## src/hw/rtl/mhm_pkg.sv

```systemverilog
// ----------------------------------------------------------------------------
// Masked Hamming membership package
// Field widths, register codes and the byte popcount shared by the block.
// ----------------------------------------------------------------------------
package mhm_pkg;

  localparam int unsigned WORD_W      = 64;
  localparam int unsigned CNT_W       = 13;
  localparam int unsigned THR_W       = 8;
  localparam int unsigned TPU_W       = 7;
  localparam int unsigned GRP_W       = 6;
  localparam int unsigned THR_SHIFT   = 7;
  localparam int unsigned IN_TDATA_W  = 4 * WORD_W;
  localparam int unsigned OUT_TDATA_W = 32;
  localparam int unsigned CFG_IDX_W   = 1;

  localparam logic [THR_W-1:0] THR_RESET = 8'd52;
  localparam logic [TPU_W-1:0] TPU_RESET = 7'd1;
  localparam logic [TPU_W-1:0] TPU_MIN   = 7'd1;
  localparam logic [TPU_W-1:0] TPU_MAX   = 7'd64;

  typedef enum logic [CFG_IDX_W-1:0] {
    CFG_THRESHOLD = 1'b0,
    CFG_TPU       = 1'b1
  } cfg_idx_e;

  function automatic logic [3:0] popcnt8(input logic [7:0] b);
    logic [3:0] n;
    n = '0;
    for (int i = 0; i < 8; i++) begin
      n = n + {3'b000, b[i]};
    end
    return n;
  endfunction

endpackage

```

## src/hw/rtl/masked_hamming_membership.sv

```systemverilog
// ----------------------------------------------------------------------------
// Masked Hamming membership matcher
// Streams template chunks against a query, accumulates masked distance and
// valid-bit counts, judges each template against a fractional threshold and
// fuses templates into users and users into a membership flag.
// ----------------------------------------------------------------------------
//
//  channel   | dir | data fields (low bit up)                         | side
//  ----------+-----+--------------------------------------------------+---------------
//  s_axis    | in  | ref_bits, ref_valid, query_bits, query_valid     | tlast=last_chunk
//            |     |                                                  | tuser=last_template
//  m_axis    | out | distance, valid_count, template_match, user_done,| tlast=db_done
//            |     | user_match, membership, 2 pad bits               |
//  cfg       | in  | cfg_we_i, cfg_idx_i (0 threshold, 1 tpu), data   | -
//
//  One chunk is taken every cycle unless output stalls have filled the stages;
//  a result passes mask, popcount, accumulate and judge after the accept of
//  its template's last chunk. The accumulate stage sets the rate: one add per chunk.
//  Reset clears all pipeline valids, accumulators and group state and loads
//  the register defaults. A stalled result holds in the output register while
//  the stages behind it keep filling, so input stalls only once all are full.
// ----------------------------------------------------------------------------
module masked_hamming_membership
  import mhm_pkg::*;
#(
  parameter int unsigned CHUNK_BITS        = 64,
  parameter int unsigned MAX_TEMPLATE_BITS = 4096
) (
  input  logic                   clk_i,
  input  logic                   rst_ni,
  // ref_bits, ref_valid, query_bits, query_valid
  input  logic [IN_TDATA_W-1:0]  s_axis_tdata,
  input  logic                   s_axis_tlast,
  // last_template
  input  logic                   s_axis_tuser,
  input  logic                   s_axis_tvalid,
  output logic                   s_axis_tready,
  // distance, valid_count, template_match, user_done, user_match,
  // membership, zero pad
  output logic [OUT_TDATA_W-1:0] m_axis_tdata,
  output logic                   m_axis_tlast,
  output logic                   m_axis_tvalid,
  input  logic                   m_axis_tready,
  input  logic                   cfg_we_i,
  input  logic [CFG_IDX_W-1:0]   cfg_idx_i,
  input  logic [THR_W-1:0]       cfg_data_i
);

  localparam int unsigned POP_W  = $clog2(CHUNK_BITS + 1);
  localparam int unsigned ACC_W  = $clog2(MAX_TEMPLATE_BITS + 1);
  localparam int unsigned NLANE  = (CHUNK_BITS + 7) / 8;
  localparam int unsigned PAD_W  = NLANE * 8;
  localparam int unsigned WIDE_W = (ACC_W > CNT_W) ? ACC_W : CNT_W;
  localparam int unsigned PROD_W = ACC_W + THR_W;
  localparam int unsigned LIM_W  = PROD_W - THR_SHIFT;
  localparam logic [ACC_W:0] SAT_MAX = (ACC_W + 1)'(MAX_TEMPLATE_BITS);

  // configuration
  logic [THR_W-1:0] thr_q;
  logic [TPU_W-1:0] tpu_q;

  always_ff @(posedge clk_i or negedge rst_ni) begin
    if (!rst_ni) begin
      thr_q <= THR_RESET;
      tpu_q <= TPU_RESET;
    end else if (cfg_we_i) begin
      unique case (cfg_idx_e'(cfg_idx_i))
        CFG_THRESHOLD: thr_q <= cfg_data_i;
        CFG_TPU:       tpu_q <= cfg_data_i[TPU_W-1:0];
        default: ;
      endcase
    end
  end

  // stage handshakes
  logic s1_vld_q, s2_vld_q, s3_vld_q, s4_vld_q;
  logic s2_lc_q;
  logic adv1, adv2, adv3, adv4, s2_take;

  assign adv4    = !s4_vld_q || m_axis_tready;
  assign adv3    = !s3_vld_q || adv4;
  // a chunk that does not end a template only feeds the accumulators
  assign s2_take = !s2_lc_q || adv3;
  assign adv2    = !s2_vld_q || s2_take;
  assign adv1    = !s1_vld_q || adv2;

  assign s_axis_tready = adv1;

  // ---- stage 1: masked difference and valid vectors ----
  logic [CHUNK_BITS-1:0] s1_diff_q, s1_mask_q;
  logic                  s1_lc_q, s1_lt_q;
  logic [WORD_W-1:0]     in_ref, in_refv, in_qry, in_qryv, in_mask, in_diff;

  assign in_ref  = s_axis_tdata[0*WORD_W +: WORD_W];
  assign in_refv = s_axis_tdata[1*WORD_W +: WORD_W];
  assign in_qry  = s_axis_tdata[2*WORD_W +: WORD_W];
  assign in_qryv = s_axis_tdata[3*WORD_W +: WORD_W];
  assign in_mask = in_refv & in_qryv;
  assign in_diff = (in_ref ^ in_qry) & in_mask;

  always_ff @(posedge clk_i or negedge rst_ni) begin
    if (!rst_ni) begin
      s1_vld_q <= 1'b0;
    end else if (adv1) begin
      s1_vld_q <= s_axis_tvalid;
    end
  end

  always_ff @(posedge clk_i) begin
    if (adv1 && s_axis_tvalid) begin
      s1_mask_q <= in_mask[CHUNK_BITS-1:0];
      s1_diff_q <= in_diff[CHUNK_BITS-1:0];
      s1_lc_q   <= s_axis_tlast;
      s1_lt_q   <= s_axis_tuser;
    end
  end

  // ---- stage 2: popcounts, byte lanes then lane sum ----
  logic [PAD_W-1:0] diff_pad, mask_pad;
  logic [POP_W-1:0] dpop, vpop;
  logic [POP_W-1:0] s2_dpop_q, s2_vpop_q;
  logic             s2_lt_q;

  assign diff_pad = PAD_W'(s1_diff_q);
  assign mask_pad = PAD_W'(s1_mask_q);

  always_comb begin
    dpop = '0;
    vpop = '0;
    for (int l = 0; l < NLANE; l++) begin
      dpop = dpop + POP_W'(popcnt8(diff_pad[l*8 +: 8]));
      vpop = vpop + POP_W'(popcnt8(mask_pad[l*8 +: 8]));
    end
  end

  always_ff @(posedge clk_i or negedge rst_ni) begin
    if (!rst_ni) begin
      s2_vld_q <= 1'b0;
      s2_lc_q  <= 1'b0;
    end else if (adv2) begin
      s2_vld_q <= s1_vld_q;
      s2_lc_q  <= s1_vld_q && s1_lc_q;
    end
  end

  always_ff @(posedge clk_i) begin
    if (adv2 && s1_vld_q) begin
      s2_dpop_q <= dpop;
      s2_vpop_q <= vpop;
      s2_lt_q   <= s1_lt_q;
    end
  end

  // ---- stage 3: saturating accumulate, latch totals at template end ----
  logic [ACC_W-1:0] dist_acc_q, valid_acc_q;
  logic [ACC_W:0]   dsum, vsum;
  logic [ACC_W-1:0] dsat, vsat;
  logic [ACC_W-1:0] s3_dist_q, s3_valid_q;
  logic             s3_lt_q;

  assign dsum = {1'b0, dist_acc_q} + (ACC_W + 1)'(s2_dpop_q);
  assign vsum = {1'b0, valid_acc_q} + (ACC_W + 1)'(s2_vpop_q);
  assign dsat = (dsum > SAT_MAX) ? SAT_MAX[ACC_W-1:0] : dsum[ACC_W-1:0];
  assign vsat = (vsum > SAT_MAX) ? SAT_MAX[ACC_W-1:0] : vsum[ACC_W-1:0];

  always_ff @(posedge clk_i or negedge rst_ni) begin
    if (!rst_ni) begin
      dist_acc_q  <= '0;
      valid_acc_q <= '0;
      s3_vld_q    <= 1'b0;
    end else begin
      if (s2_vld_q && s2_take) begin
        // restart at each template end
        dist_acc_q  <= s2_lc_q ? '0 : dsat;
        valid_acc_q <= s2_lc_q ? '0 : vsat;
      end
      if (adv3) begin
        s3_vld_q <= s2_vld_q && s2_lc_q;
      end
    end
  end

  always_ff @(posedge clk_i) begin
    if (adv3 && s2_vld_q && s2_lc_q) begin
      s3_dist_q  <= dsat;
      s3_valid_q <= vsat;
      s3_lt_q    <= s2_lt_q;
    end
  end

  // ---- stage 4: threshold, user grouping, membership ----
  logic [PROD_W-1:0] prod;
  logic [LIM_W-1:0]  limit;
  logic              match;
  logic [TPU_W-1:0]  tpu_eff;
  logic              done, and_new, umatch, member_new;
  logic              grp_and_q, member_or_q;
  logic [GRP_W-1:0]  grp_cnt_q;
  logic [WIDE_W-1:0] dist_wide, valid_wide;

  assign prod  = PROD_W'(s3_valid_q) * PROD_W'(thr_q);
  assign limit = prod[PROD_W-1:THR_SHIFT];
  assign match = LIM_W'(s3_dist_q) < limit;

  always_comb begin
    tpu_eff = tpu_q;
    if (tpu_q < TPU_MIN) begin
      tpu_eff = TPU_MIN;
    end else if (tpu_q > TPU_MAX) begin
      tpu_eff = TPU_MAX;
    end
  end

  assign done       = ({1'b0, grp_cnt_q} + TPU_W'(1)) >= tpu_eff;
  assign and_new    = grp_and_q & match;
  assign umatch     = done & and_new;
  assign member_new = member_or_q | umatch;

  assign dist_wide  = WIDE_W'(s3_dist_q);
  assign valid_wide = WIDE_W'(s3_valid_q);

  logic s4_fire;
  assign s4_fire = s3_vld_q && adv4;

  always_ff @(posedge clk_i or negedge rst_ni) begin
    if (!rst_ni) begin
      s4_vld_q    <= 1'b0;
      grp_and_q   <= 1'b1;
      grp_cnt_q   <= '0;
      member_or_q <= 1'b0;
    end else begin
      if (adv4) begin
        s4_vld_q <= s3_vld_q;
      end
      if (s4_fire) begin
        if (s3_lt_q) begin
          // database end: start the next run clean, partial group dropped
          grp_and_q   <= 1'b1;
          grp_cnt_q   <= '0;
          member_or_q <= 1'b0;
        end else begin
          member_or_q <= member_new;
          if (done) begin
            grp_and_q <= 1'b1;
            grp_cnt_q <= '0;
          end else begin
            grp_and_q <= and_new;
            grp_cnt_q <= grp_cnt_q + GRP_W'(1);
          end
        end
      end
    end
  end

  logic [CNT_W-1:0] out_dist_q, out_valid_q;
  logic             out_match_q, out_done_q, out_umatch_q, out_member_q, out_db_q;

  always_ff @(posedge clk_i) begin
    if (s4_fire) begin
      out_dist_q   <= dist_wide[CNT_W-1:0];
      out_valid_q  <= valid_wide[CNT_W-1:0];
      out_match_q  <= match;
      out_done_q   <= done;
      out_umatch_q <= umatch;
      out_member_q <= member_new;
      out_db_q     <= s3_lt_q;
    end
  end

  assign m_axis_tvalid = s4_vld_q;
  assign m_axis_tlast  = out_db_q;
  assign m_axis_tdata  = {2'b00, out_member_q, out_umatch_q, out_done_q, out_match_q,
                          out_valid_q, out_dist_q};

endmodule

```

## config.mk

```make
export PLATFORM = sky130hd
export DESIGN_NAME = masked_hamming_membership
export DESIGN_NICKNAME = d
export VERILOG_FILES = /design/src/hw/rtl/mhm_pkg.sv /design/src/hw/rtl/masked_hamming_membership.sv
export SDC_FILE = /design/constraint.sdc
export NUM_CORES = 1
export LEC_CHECK = 0
export ABC_AREA = 1
export BUFFER_PORTS_ARGS = -buffer_cell sky130_fd_sc_hd__clkbuf_2
export CAP_MARGIN = 15
export CORE_MARGIN = 1
export CORE_UTILIZATION = 58
export DETAILED_ROUTE_END_ITERATION = 12
export PLACE_DENSITY = 0.82
export SYNTH_ARGS = -nofsm -noshare
export SYNTH_HDL_FRONTEND = slang
export SYNTH_SLANG_ARGS = --single-unit
```

## constraint.sdc

```tcl
create_clock -name clk_i -period 9.9 [get_ports clk_i]
set_clock_uncertainty 0.05 [all_clocks]
set_input_delay 0.99 -clock clk_i [delete_from_list [all_inputs] [get_ports clk_i]]
set_output_delay 0.99 -clock clk_i [all_outputs]
set_load 0.005 [all_outputs]
```

==> results.md <==
* Status: complete, no violations
* PortBufs at about 300
* Routed WL at slightly above 40 mm
* Vias in the first global route at roughly 14000
* First-pass detailed-route iteration total at 6
* Sequential share of the synthesized area at approximately two fifths
* Filler cell count at roughly 2300
* Clk buf depth at 3
* Worst skew pair latency at 0.55 ns
* DIE HEIGHT at 178.8 um
* Relative slew slack at between 20 and 25%
* Final slew viol count at 0
* Setup TNS Final at 0 ns
* Setup slack after layout at approximately 3.8 ns
* Number of different library cells in the post-synthesis netlist at 44
* GRT Total Usage at 26.96%
* Antenna Nets Post-Route at 0
* Post-synth ARST share at between 20% and 30%
* R2R Path End: s2_dpop_q[5]
* TritonCTS buffer count at 29
* RSZ-0062 raised after global routing: false
* Hold Path Depth at 0
* Synth area leader: edfxtp_1
* Final hold violations at 0
* Post-CTS Resized at 0
* EDFF count, synth at a little over 200
* Worst EP arrival at roughly 6.4 ns
* Register Area at 0.007453 mm2
* GRT overflow at 0
* Startpoint Class: register
* Critical path type: register to register
* Final Cycle Share at ~62%
* Launching point of the worst reg2reg path: diff_pad[61]
* Reg2reg path depth at 20
* # placed instances at around 2500
* Area of the core at around 0.031 mm2
* Worst-path clk slew at ~0.060 ns
* Critical Path RT at a little over 10 ns
* Layout area overhead at 15.86%
* Hold-fix buffers at CTS at 0
* Fin crit period at 6.140 ns
* Final Non-Filler Cells at about 2600
* CP Launch Point: diff_pad[61]
* CP endpoint: s2_dpop_q[5]
* Post-Syn Area per Cell at about 10 um2
* Leakage at roughly 11 nW
* CTS tree: done
* Most frequent cells in the layout: inv_1, nand2_1, clkbuf_2, edfxtp_1, fa_1
* # setup viols final at 0
* Max-cap viol count at 0
* Syn Inst Count at between 1500 and 2000
* Mapped Area at around 0.018 mm2
* Max Freq at 162.9 MHz
* Pwr/cell area at 405.3 mW/mm2
* Via/cell ratio at between 5 and 6
* Post-DP HPWL at 31.75 mm
* DR WL/cell at 15.88 um
* Pwr Total at 8.512 mW
* Pre-CTS setup slack at 3.812 ns
* Largest net degree at the start of global routing at 87
* Critical Path End Type: register
* Post-synth top area share at between 30% and 40%
* Synth Flop Type: edfxtp_1
* Synth warnings at 0
* GPL Wtd Cong at 0.8968
* Sink Count at about 260
* DRC Markers at 0
* Num ports at slightly above 300
* Slew @ Worst Pin at roughly 1.1 ns
* Flops & latches, synth at about 260
* Min-Delay Path Class: register to register
* Worst-path maximum fanout at 2
* Commonest non-fill, non-tap cell in the layout: inv_1
* CTS H-tree depth at 1
* DIE AREA at between 0.03 and 0.04 mm2
* Row count at 64
* Initial Utilization at 59.10%
* Total number of vias at about 13000
* DIE WIDTH at 178.8 um
* Ranking of synthesized cells by area: edfxtp_1, fa_1, inv_1
* DRT iter0 DRCs at approximately 730
* Nets@finish at 2700
* Setup repair bufs after CTS at 0
* Util after Layout at between 60% and 70%
* Maximum VDD drop at slightly below 600 uV
* Share of cells above drive strength 1 at ~18%
* Multi-input gate area at about 0.0086 mm2
* First-pass GRT wire length at ~66 mm
* CTS Root Cell: clkbuf_16
* Initial antenna violation count at 1
* Flop2flop setup slack at roughly 3.8 ns
## synthesized netlist by cell type, types with 2 or more instances
master and instances:
o22ai_1 6, o21ai_0 30, a32o_1 2, buf_6 4, buf_4 7, o21ai_1 3, edfxtp_1 203, nand3_2 2
a21oi_1 35, a211oi_1 3, xnor2_1 74, nand2_1 365, dfstp_2 5, a21o_1 3, o21a_1 2, nor3_1 6
dfrtp_1 49, inv_2 5, o21bai_1 4, xor2_1 27, nor4_1 3, inv_1 499, nand3_1 32, nor2_2 8
nor2_1 118, nand4_1 13, nand2_2 7, clkbuf_1 24, ha_1 102, a31oi_1 4, nand3b_1 14, fa_1 175
## state kept, by name, indices dropped and copies added, names as in the netlist, 6 cells and up
register,flops
tpu_q,7
thr_q,8
valid_acc_q,13
out_valid_q,13
out_dist_q,13
s3_valid_q,13
s2_dpop_q,7
mask_pad,64
dist_acc_q,13
s2_vpop_q,7
diff_pad,64
dist_wide,13
grp_cnt_q,6
## per-layer routing
layer,routed length [um],up-vias,share of wire [%],GRT usage (%)
li1,-,6174,-,-
met1,14520,6152,36,28.11
met2,22350,412,55,52.62
met3,1790,129,4.4,3.393
met4,2087,0,5.1,13.28
met5,0,-,0,0
## worst max-delay path: stages (launching register included)
cell      delay (ns)
edfxtp_1        0.40
inv_1           0.13
fa_1            0.48
fa_1            0.44
fa_1            0.53
inv_1           0.08
fa_1            0.50
fa_1            0.52
inv_1           0.06
fa_1            0.55
fa_1            0.43
fa_1            0.53
inv_1           0.05
ha_1            0.28
nand2_1         0.07
nor2_1          0.04
a211oi_1        0.29
nor2_1          0.06
o21ai_0         0.17
nand2_1         0.08
xor2_1          0.14
## logic make-up (layout without fill, tap and decap cells)
kind of cell	count (synthesis)	count (layout)	share of synthesized area [%]
compound gates	97	97	3.079
xor+xnor	101	101	4.881
fa+ha+maj	278	278	26.43
buf+inv	541	864	11.53
flops	257	257	41.12
mux	1	1	0.06212
other cells	1	3	0.02069
simple gates	570	570	12.88
## cell type report
type                    count  share of cell area [%]
diodes                      1                 0.01192
clock inverters            20                   1.227
well taps                 396                   2.359
flip-flops and latches    257                   35.49
inverters                 505                   9.032
repair buffers            309                   7.424
clock buffers              30                   3.474
multi-input cells        1049                   40.98
## how the worst min path moves through the flow
stage | startpoint | endpoint | slack (ns)
floorplan | s1_lt_q | s2_lt_q | 0.35
global placement | s1_lt_q | s2_lt_q | 0.36
detailed placement | s1_lt_q | s2_lt_q | 0.36
CTS | s1_lt_q | s2_lt_q | 0.37
global route | s1_lt_q | s2_lt_q | 0.38
finish | s1_lt_q | s2_lt_q | 0.37
## where the power goes
part | switching (mW) | leakage (nW) | internal, mW | total [mW]
sequential | 0.118 | 2.70 | 1.61 | 1.73
combinational | 3.26 | 8.09 | 2.40 | 5.66
clock | 0.434 | 0.474 | 0.686 | 1.12
total | 3.81 | 11.3 | 4.70 | 8.51
## metrics by stage
stage / cell area [um2] / hold WS [ns]
2_1_floorplan: 18130 / 0.3503
6_report: 21000 / 0.3709
3_3_place_gp: 20010 / 0.3638
4_1_cts: 21000 / 0.3700
5_1_grt: 21000 / 0.3808
3_5_place_dp: 20010 / 0.3557
No activity file was read; power rests on OpenSTA's default activity.
